## config.mk

```make
export PLATFORM = sky130hd
export DESIGN_NAME = morse_pixel_stream_decoder
export DESIGN_NICKNAME = d
export VERILOG_FILES = /design/src/sv/mpsd_pkg.sv /design/src/sv/morse_pixel_stream_decoder.sv /design/src/sv/mpsd_step.sv /design/src/sv/mpsd_out_buf.sv
export SDC_FILE = /design/constraint.sdc
export NUM_CORES = 1
export LEC_CHECK = 0
export ABC_CLOCK_PERIOD_IN_PS = 5800
export BUFFER_PORTS_ARGS = -buffer_cell sky130_fd_sc_hd__buf_2
export CAP_MARGIN = 20
export CORE_ASPECT_RATIO = 0.75
export CORE_MARGIN = 1.5
export CORE_UTILIZATION = 40
export CTS_CLUSTER_SIZE = 24
export DETAILED_ROUTE_END_ITERATION = 8
export GPL_TIMING_DRIVEN = 0
export PLACE_DENSITY = 0.56
export SLEW_MARGIN = 10
export SYNTH_ARGS = -nofsm -noshare
export SYNTH_HDL_FRONTEND = slang
export SYNTH_SLANG_ARGS = --single-unit
```

## constraint.sdc

```tcl
create_clock -name clk_i -period 5.8 [get_ports clk_i]
set_input_delay 0.87 -clock clk_i [delete_from_list [all_inputs] [get_ports clk_i]]
set_output_delay 0.87 -clock clk_i [all_outputs]
set_load 0.005 [all_outputs]
```

## src/sv/mpsd_pkg.sv

```systemverilog
// Shared types, constants and the Morse trie table for the pixel stream decoder.
package mpsd_pkg;

  localparam int unsigned MaxChars = 4;
  localparam int unsigned CntW     = 3;

  localparam logic [6:0] NodeRoot    = 7'd0;
  localparam logic [6:0] CharNewline = 7'd10;
  localparam logic [6:0] CaseOffset  = 7'd32;

  typedef struct packed {
    logic [MaxChars-1:0][6:0] chars;
    logic [CntW-1:0]          cnt;
    logic [6:0]               next_node;
  } step_t;

  // Child of a trie node for one symbol (0 dot, 1 dash); the root code means no child.
  function automatic logic [6:0] trie_child(logic [6:0] node, logic sym);
    logic [6:0] dot;
    logic [6:0] dash;
    dot  = NodeRoot;
    dash = NodeRoot;
    case (node)
      NodeRoot: begin dot = 7'("E"); dash = 7'("T"); end
      7'("A"):  begin dot = 7'("R"); dash = 7'("W"); end
      7'("B"):  begin dot = 7'("6"); end
      7'("D"):  begin dot = 7'("B"); dash = 7'("X"); end
      7'("E"):  begin dot = 7'("I"); dash = 7'("A"); end
      7'("G"):  begin dot = 7'("Z"); dash = 7'("Q"); end
      7'("H"):  begin dot = 7'("5"); dash = 7'("4"); end
      7'("I"):  begin dot = 7'("S"); dash = 7'("U"); end
      7'("J"):  begin dash = 7'("1"); end
      7'("K"):  begin dot = 7'("C"); dash = 7'("Y"); end
      7'("M"):  begin dot = 7'("G"); dash = 7'("O"); end
      7'("N"):  begin dot = 7'("D"); dash = 7'("K"); end
      7'("O"):  begin dot = 7'("~"); dash = 7'("o"); end
      7'("R"):  begin dot = 7'("L"); end
      7'("S"):  begin dot = 7'("H"); dash = 7'("V"); end
      7'("T"):  begin dot = 7'("N"); dash = 7'("M"); end
      7'("U"):  begin dot = 7'("F"); dash = 7'("u"); end
      7'("V"):  begin dash = 7'("3"); end
      7'("W"):  begin dot = 7'("P"); dash = 7'("J"); end
      7'("Z"):  begin dot = 7'("7"); end
      7'("o"):  begin dot = 7'("9"); dash = 7'("0"); end
      7'("u"):  begin dash = 7'("2"); end
      7'("~"):  begin dot = 7'("8"); end
      default: begin
        dot  = NodeRoot;
        dash = NodeRoot;
      end
    endcase
    return sym ? dash : dot;
  endfunction

endpackage

```

## src/sv/morse_pixel_stream_decoder.sv

```systemverilog
// An accepted item goes through the input register and then the result register.
// Throughput: one item per cycle while each item yields at most one character and the
// output is ready; an item with several characters holds the result register until all
// are out. Rate is set by the single result register, one character per ready cycle.
// Reset (rst_ni low, asynchronous) empties both registers, returns the trie
// walk to the root and clears the reverse-video setting.
module morse_pixel_stream_decoder (
  input  logic       clk_i,
  input  logic       rst_ni,
  input  logic       cfg_we_i,
  input  logic       cfg_wdata_i,
  input  logic       in_valid_i,
  output logic       in_ready_o,
  input  logic [7:0] red_high_i,
  input  logic       last_in_row_i,
  output logic       out_valid_o,
  input  logic       out_ready_i,
  output logic [6:0] char_code_o,
  output logic       last_of_run_o
);

  // Input register: only the symbol bit and the row-end flag are kept.
  logic       in_vld_q, in_vld_d;
  logic       in_bit_q;
  logic       in_last_q;
  logic       rev_q;
  logic [6:0] node_q, node_d;
  logic       buf_free;
  logic       advance;
  logic       accept;

  mpsd_pkg::step_t step;

  // An item moves on to the result register whenever that register is empty
  // or is giving up its final character in this cycle.
  assign advance    = in_vld_q && buf_free;
  assign in_ready_o = !in_vld_q || advance;
  assign accept     = in_valid_i && in_ready_o;

  // The trie walk sees the symbol after the reverse-video swap; configuration is only to
  // be changed while the block is idle (the block does not enforce this) to make it safe.
  mpsd_step u_step (
    .node_i (node_q),
    .sym_i  (in_bit_q ^ rev_q),
    .last_i (in_last_q),
    .step_o (step)
  );

  mpsd_out_buf u_out_buf (
    .clk_i         (clk_i),
    .rst_ni        (rst_ni),
    .load_i        (advance),
    .step_i        (step),
    .free_o        (buf_free),
    .out_valid_o   (out_valid_o),
    .out_ready_i   (out_ready_i),
    .char_code_o   (char_code_o),
    .last_of_run_o (last_of_run_o)
  );

  always_comb begin
    in_vld_d = in_vld_q;
    if (accept) begin
      in_vld_d = 1'b1;
    end else if (advance) begin
      in_vld_d = 1'b0;
    end
  end

  // The current node only moves when its item is handed on, so items are
  // walked strictly in order.
  assign node_d = advance ? step.next_node : node_q;

  always_ff @(posedge clk_i or negedge rst_ni) begin
    if (!rst_ni) begin
      in_vld_q <= 1'b0;
      node_q   <= mpsd_pkg::NodeRoot;
      rev_q    <= 1'b0;
    end else begin
      in_vld_q <= in_vld_d;
      node_q   <= node_d;
      if (cfg_we_i) begin
        rev_q <= cfg_wdata_i;
      end
    end
  end

  always_ff @(posedge clk_i) begin
    if (accept) begin
      in_bit_q  <= red_high_i[7];
      in_last_q <= last_in_row_i;
    end
  end

  a_row_end_root : assert property (@(posedge clk_i) disable iff (!rst_ni)
    (advance && in_last_q) |=> (node_q == mpsd_pkg::NodeRoot))
    else $error("trie walk not back at the root after a row end");

  a_row_end_newline : assert property (@(posedge clk_i) disable iff (!rst_ni)
    (advance && in_last_q) |-> (step.cnt != '0))
    else $error("row end produced no characters");

  a_node_hold : assert property (@(posedge clk_i) disable iff (!rst_ni)
    !advance |=> $stable(node_q))
    else $error("trie node moved without an item being handed on");

endmodule

```

## src/sv/mpsd_step.sv

```systemverilog
// Combinational trie step and row-end flush for one symbol.
module mpsd_step (
  input  logic           [6:0] node_i,
  input  logic                 sym_i,
  input  logic                 last_i,
  output mpsd_pkg::step_t      step_o
);

  logic [6:0]                                  child;
  logic [6:0]                                  emit;
  logic [6:0]                                  restart;
  logic [6:0]                                  node_n;
  logic [mpsd_pkg::CntW-1:0]                   cnt;
  logic [mpsd_pkg::MaxChars-1:0][6:0]          chars;

  always_comb begin
    child   = mpsd_pkg::trie_child(node_i, sym_i);
    chars   = '0;
    cnt     = '0;
    node_n  = child;
    emit    = node_i;
    restart = mpsd_pkg::NodeRoot;

    // Helper nodes emit their first letter and resume from their second.
    if (node_i == 7'("~")) begin
      emit    = 7'("O");
      restart = 7'("E");
    end else if (node_i > 7'("Z")) begin
      emit    = node_i - mpsd_pkg::CaseOffset;
      restart = 7'("T");
    end

    if (child == mpsd_pkg::NodeRoot) begin
      chars[0] = emit;
      cnt      = 3'd1;
      node_n   = mpsd_pkg::trie_child(restart, sym_i);
    end

    if (last_i) begin
      if (node_n == 7'("~")) begin
        chars[cnt[1:0]] = 7'("M");
        cnt             = cnt + 3'd1;
        chars[cnt[1:0]] = 7'("N");
        cnt             = cnt + 3'd1;
      end else if (node_n > 7'("Z")) begin
        chars[cnt[1:0]] = node_n - mpsd_pkg::CaseOffset;
        cnt             = cnt + 3'd1;
        chars[cnt[1:0]] = 7'("T");
        cnt             = cnt + 3'd1;
      end else if (node_n != mpsd_pkg::NodeRoot) begin
        chars[cnt[1:0]] = node_n;
        cnt             = cnt + 3'd1;
      end
      chars[cnt[1:0]] = mpsd_pkg::CharNewline;
      cnt             = cnt + 3'd1;
      node_n          = mpsd_pkg::NodeRoot;
    end

    step_o.chars     = chars;
    step_o.cnt       = cnt;
    step_o.next_node = node_n;
  end

endmodule

```

## src/sv/mpsd_out_buf.sv

```systemverilog
// Result register that hands out the characters of one item one per cycle while ready.
module mpsd_out_buf (
  input  logic                 clk_i,
  input  logic                 rst_ni,
  input  logic                 load_i,
  input  mpsd_pkg::step_t      step_i,
  output logic                 free_o,
  output logic                 out_valid_o,
  input  logic                 out_ready_i,
  output logic           [6:0] char_code_o,
  output logic                 last_of_run_o
);

  logic [mpsd_pkg::MaxChars-1:0][6:0] chars_q, chars_d;
  logic [mpsd_pkg::CntW-1:0]          n_q, n_d;
  logic                               pop;

  assign out_valid_o   = (n_q != '0);
  assign char_code_o   = chars_q[0];
  assign last_of_run_o = (n_q == 3'd1);
  assign pop           = out_valid_o && out_ready_i;
  assign free_o        = (n_q == '0) || ((n_q == 3'd1) && out_ready_i);

  always_comb begin
    chars_d = chars_q;
    n_d     = n_q;
    if (load_i) begin
      chars_d = step_i.chars;
      n_d     = step_i.cnt;
    end else if (pop) begin
      chars_d = {7'd0, chars_q[mpsd_pkg::MaxChars-1:1]};
      n_d     = n_q - 3'd1;
    end
  end

  always_ff @(posedge clk_i or negedge rst_ni) begin
    if (!rst_ni) begin
      n_q <= '0;
    end else begin
      n_q <= n_d;
    end
  end

  always_ff @(posedge clk_i) begin
    chars_q <= chars_d;
  end

  a_cnt_bound : assert property (@(posedge clk_i) disable iff (!rst_ni)
    n_q <= 3'd4)
    else $error("result count above four");

  a_load_free : assert property (@(posedge clk_i) disable iff (!rst_ni)
    load_i |-> free_o)
    else $error("result register loaded while still busy");

  a_hold : assert property (@(posedge clk_i) disable iff (!rst_ni)
    (out_valid_o && !out_ready_i && !load_i) |=> ($stable(chars_q) && $stable(n_q)))
    else $error("stalled result changed");

endmodule
```

==> metrics.md <==
| Metric | Value |
|---|---|
| M2 GR Usage | 0.3113 |
| Clock latency on the worst-skew pair | 0.29 ns |
| Clock Pin Slew Worst Setup and Hold Paths | 0.08 ns |
| Clk_skew | 0.008712 ns |
| Top cells by area, synth | edfxtp_1 20%, dfrtp_1 10%, ha_1 5.1% |
| Final Cycle Share | 0.8725 |
| Worst Setup End Kind | register |
| Status | complete, no violations |
| Worst path slowest cell | o41ai_2 |
| Met3 Resource Use GR | 0.06667 |
| Crit path launch type | register |
| CTS Root Cell | clkbuf_8 |
| Max capacitance violation total | 0 |
| Core area | 6994 um^2 |
| Via count | 2948 |
| Worst Path Required | 5.84 ns |
| I/O pin cnt | 25 |
| Grt met1 use | 0.3785 |
| Post-synth ARST share | 0.3750 |
| Peak VDD IR | 0.0003919 V |
| Congestion Overflow GR | 0 |
| ANT nets after route | 0 |
| Initial antenna violation count | 0 |
| CTS Buf Count | 5 |
| Top_reg_cell synth | edfxtp_1 |
| Total GRT Usage | 0.2394 |
| Register area | 900.9 um^2 |
| Post-layout minimum cycle time | 5.061 ns |
| Die X | 102.3 um |
| Routed len/inst | 18.81 um |
| CP top delay family | compound AO/OA/AOI/OAI gates |
| Mapped Nets | 386 |
| Multi-input gate area | 1827 um^2 |
| RSZ-0062 raised after global routing | no |
| RePlAce Congestion | 1.009 |
| PD cells | 637.3 nW/um^2 |
| Max Fclk | 197.6 MHz |
| Mean Syn Cell Area | 8.236 um^2 |
| Setup TNS | 0 ns |
| Synth-to-Final Area Change | 10.41% |
| Initial Util | 0.4227 |
| Drt drc | 0 |
| Post-synth top area share | 0.2031 |
| Final Slew Violations | 0 |
| Layout Cells excl Fill | 482 |
| Hpwl dp | 6.753 mm |
| Vias/cell | 6.116 |
| Largest net degree at the start of global routing | 25 |
| EDFF count, synth | 20 |
| Rel. slew slack | 0.4999 |
| Worst setup startpoint | node_q[1] |
| Post-CTS setup buffer count | 0 |
| CTS H-tree lvls | 2 |
| FF+latch count, synth | 32 |
| Register area share after synthesis | 0.3047 |
| Layout Nets | 410 |
| YS warnings | 0 |
| P_leak | 1.297 nW |
| Post-Place Cells | 474 |
| Worst hold path type | in2async |
| Post-synth top cells | 40 x nand2_1, 30 x nor2_1, 23 x o21ai_0, 20 x a21oi_1, 20 x edfxtp_1 |
| Worst-case clock buffer depth | 2 |
| Fillers | 680 |
| Vias in the first global route | 2651 |
| GR peak layer | met1 |
| Die area | 7922 um^2 |
| Share of layout cells above drive strength 1 | 0.1510 |
| Mapped cell area | 2957 um^2 |
| Routed Wire Length | 9.068 mm |
| CTS tree | yes |
| Final hold vios | 0 |
| CTS hold repair buffers | 0 |
| DR iter-0 viols | 415 |
| Post-synthesis cell count | 359 |
| CP Data Arrival Time | 5.10 ns |
| Chip Height | 77.46 um |
| WS Path Type | reg2reg |
| PortBufs | 17 |
| Slew @ Worst Pin | 0.7448 ns |
| Finished Core Util | 0.4667 |
| First-pass GRT wire length | 14.41 mm |
| Cell accounting for the most synthesized area | edfxtp_1 |
| Clock sink total | 32 |
| Number of gates resized after cts | 0 |
| # diodes | 0 |
| Start of the worst register-to-register path | node_q[1] |
| # rows | 26 |
| Distinct cells, synth | 70 |
| Setup violators final | 0 |
| CP cell instances | buf_2 -> buf_2 -> clkinv_1 -> o41ai_2 -> nor2_1 -> o21ai_1 -> inv_1 -> ha_1 -> a21o_1 -> o211a_4 -> or3_1 -> inv_2 -> ha_1 -> nor2b_1 -> o21ai_0 -> nor4_1 -> or3_1 |
| Drt first pass iters | 5 |
| Crit path largest cell delay | 0.69 ns |
| Final total power | 0.002080 W |
| Count leader, synth | nand2_1 |
| Max FO, Critical Path | 10 |
| Worst Path Buf+Inv | 5 |
## routing by layer
metal,share of wire,wire length [um]
met5,0,0
met4,0.013,119
met3,0.11,982
met2,0.40,3601
met1,0.48,4366
## path summary, 6_finish.rpt
kind	to	depth (start not counted)	slack, ns
setup / recovery	u_out_buf.char_code_o[5]	17	0.74
hold / removal	u_out_buf.n_q[2]	1	0.45
setup reg to reg	u_out_buf.char_code_o[5]	17	0.74
hold reg to reg	u_out_buf.chars_q[17]	2	0.52
max in group asynchronous	node_q[4]	1	5.13
min in group clk_i	u_out_buf.chars_q[17]	2	0.52
## cell families (layout without fill, tap and decap cells)
family,count (synthesis),after routing,synth area share
mux,12,12,0.04359
simple gates,144,144,0.2497
other cells,1,1,0.001268
compound gates,103,103,0.2429
fa+ha+maj,12,12,0.05078
xor+xnor,10,10,0.02963
flops,32,32,0.3047
buf+inv,45,70,0.07744
## layout make-up
cell class / instances / share of cell area
plain buffers: 34 / 0.05749
clock buffers: 8 / 0.03066
inverters: 11 / 0.01265
multi-input cells: 282 / 0.5596
flip-flops and latches: 32 / 0.2760
well taps: 98 / 0.03756
repair buffers: 17 / 0.02606
## power breakdown
part / internal, W / switching (W) / total (W)
logic: 0.000544 / 0.000917 / 0.00146
clock network: 0.000108 / 0.0000895 / 0.000198
registers: 0.000369 / 0.0000525 / 0.000421
total: 0.00102 / 0.00106 / 0.00208
## stage by stage
stage          instance area, um^2  worst slack [ns]  hold slack [ns]
2_1_floorplan                 2957             1.600           0.4808
3_3_place_gp                  3164            0.7126           0.4948
3_5_place_dp                  3164            0.8602           0.4973
4_1_cts                       3264            0.8455           0.4581
5_1_grt                       3264            0.4430           0.4584
6_report                      3264            0.7395           0.4467
## flip-flops by register name, summed over array words and instances (netlist names)
| name | cells |
|---|---|
| u_out_buf.chars_q | 11 |
| node_q | 7 |
| u_out_buf.char_code_o | 7 |
| u_out_buf.n_q | 3 |
| in_bit_q | 1 |
| in_last_q | 1 |
| in_vld_q | 1 |
| rev_q | 1 |
## cells in the final DEF, fill, tap and decap left out, types with 3 or more instances in the layout
cell type | synthesis | routed
nand2b_1 | 7 | 7
o22ai_1 | 3 | 3
nand2_1 | 40 | 40
o21ai_0 | 23 | 23
a22o_1 | 5 | 5
nor2b_1 | 4 | 4
dfrtp_1 | 12 | 12
a21oi_1 | 20 | 20
a31oi_1 | 6 | 6
buf_2 | 12 | 29
buf_4 | 8 | 8
or3_1 | 6 | 6
clkbuf_8 | 0 | 7
a22oi_1 | 3 | 3
nor3b_1 | 3 | 3
nand3b_1 | 4 | 4
xnor2_1 | 8 | 8
inv_1 | 9 | 9
edfxtp_1 | 20 | 20
a32o_1 | 4 | 4
nand3_1 | 10 | 10
and3_1 | 4 | 4
nor4_1 | 6 | 6
nor3_1 | 10 | 10
and2_1 | 6 | 6
mux2_2 | 3 | 3
a21o_1 | 3 | 3
o31ai_1 | 7 | 7
a211oi_1 | 4 | 4
clkbuf_1 | 10 | 11
nor2_1 | 30 | 30
or4_1 | 3 | 3
mux2i_1 | 8 | 8
ha_1 | 12 | 12
(Power assumes the default switching activity.)
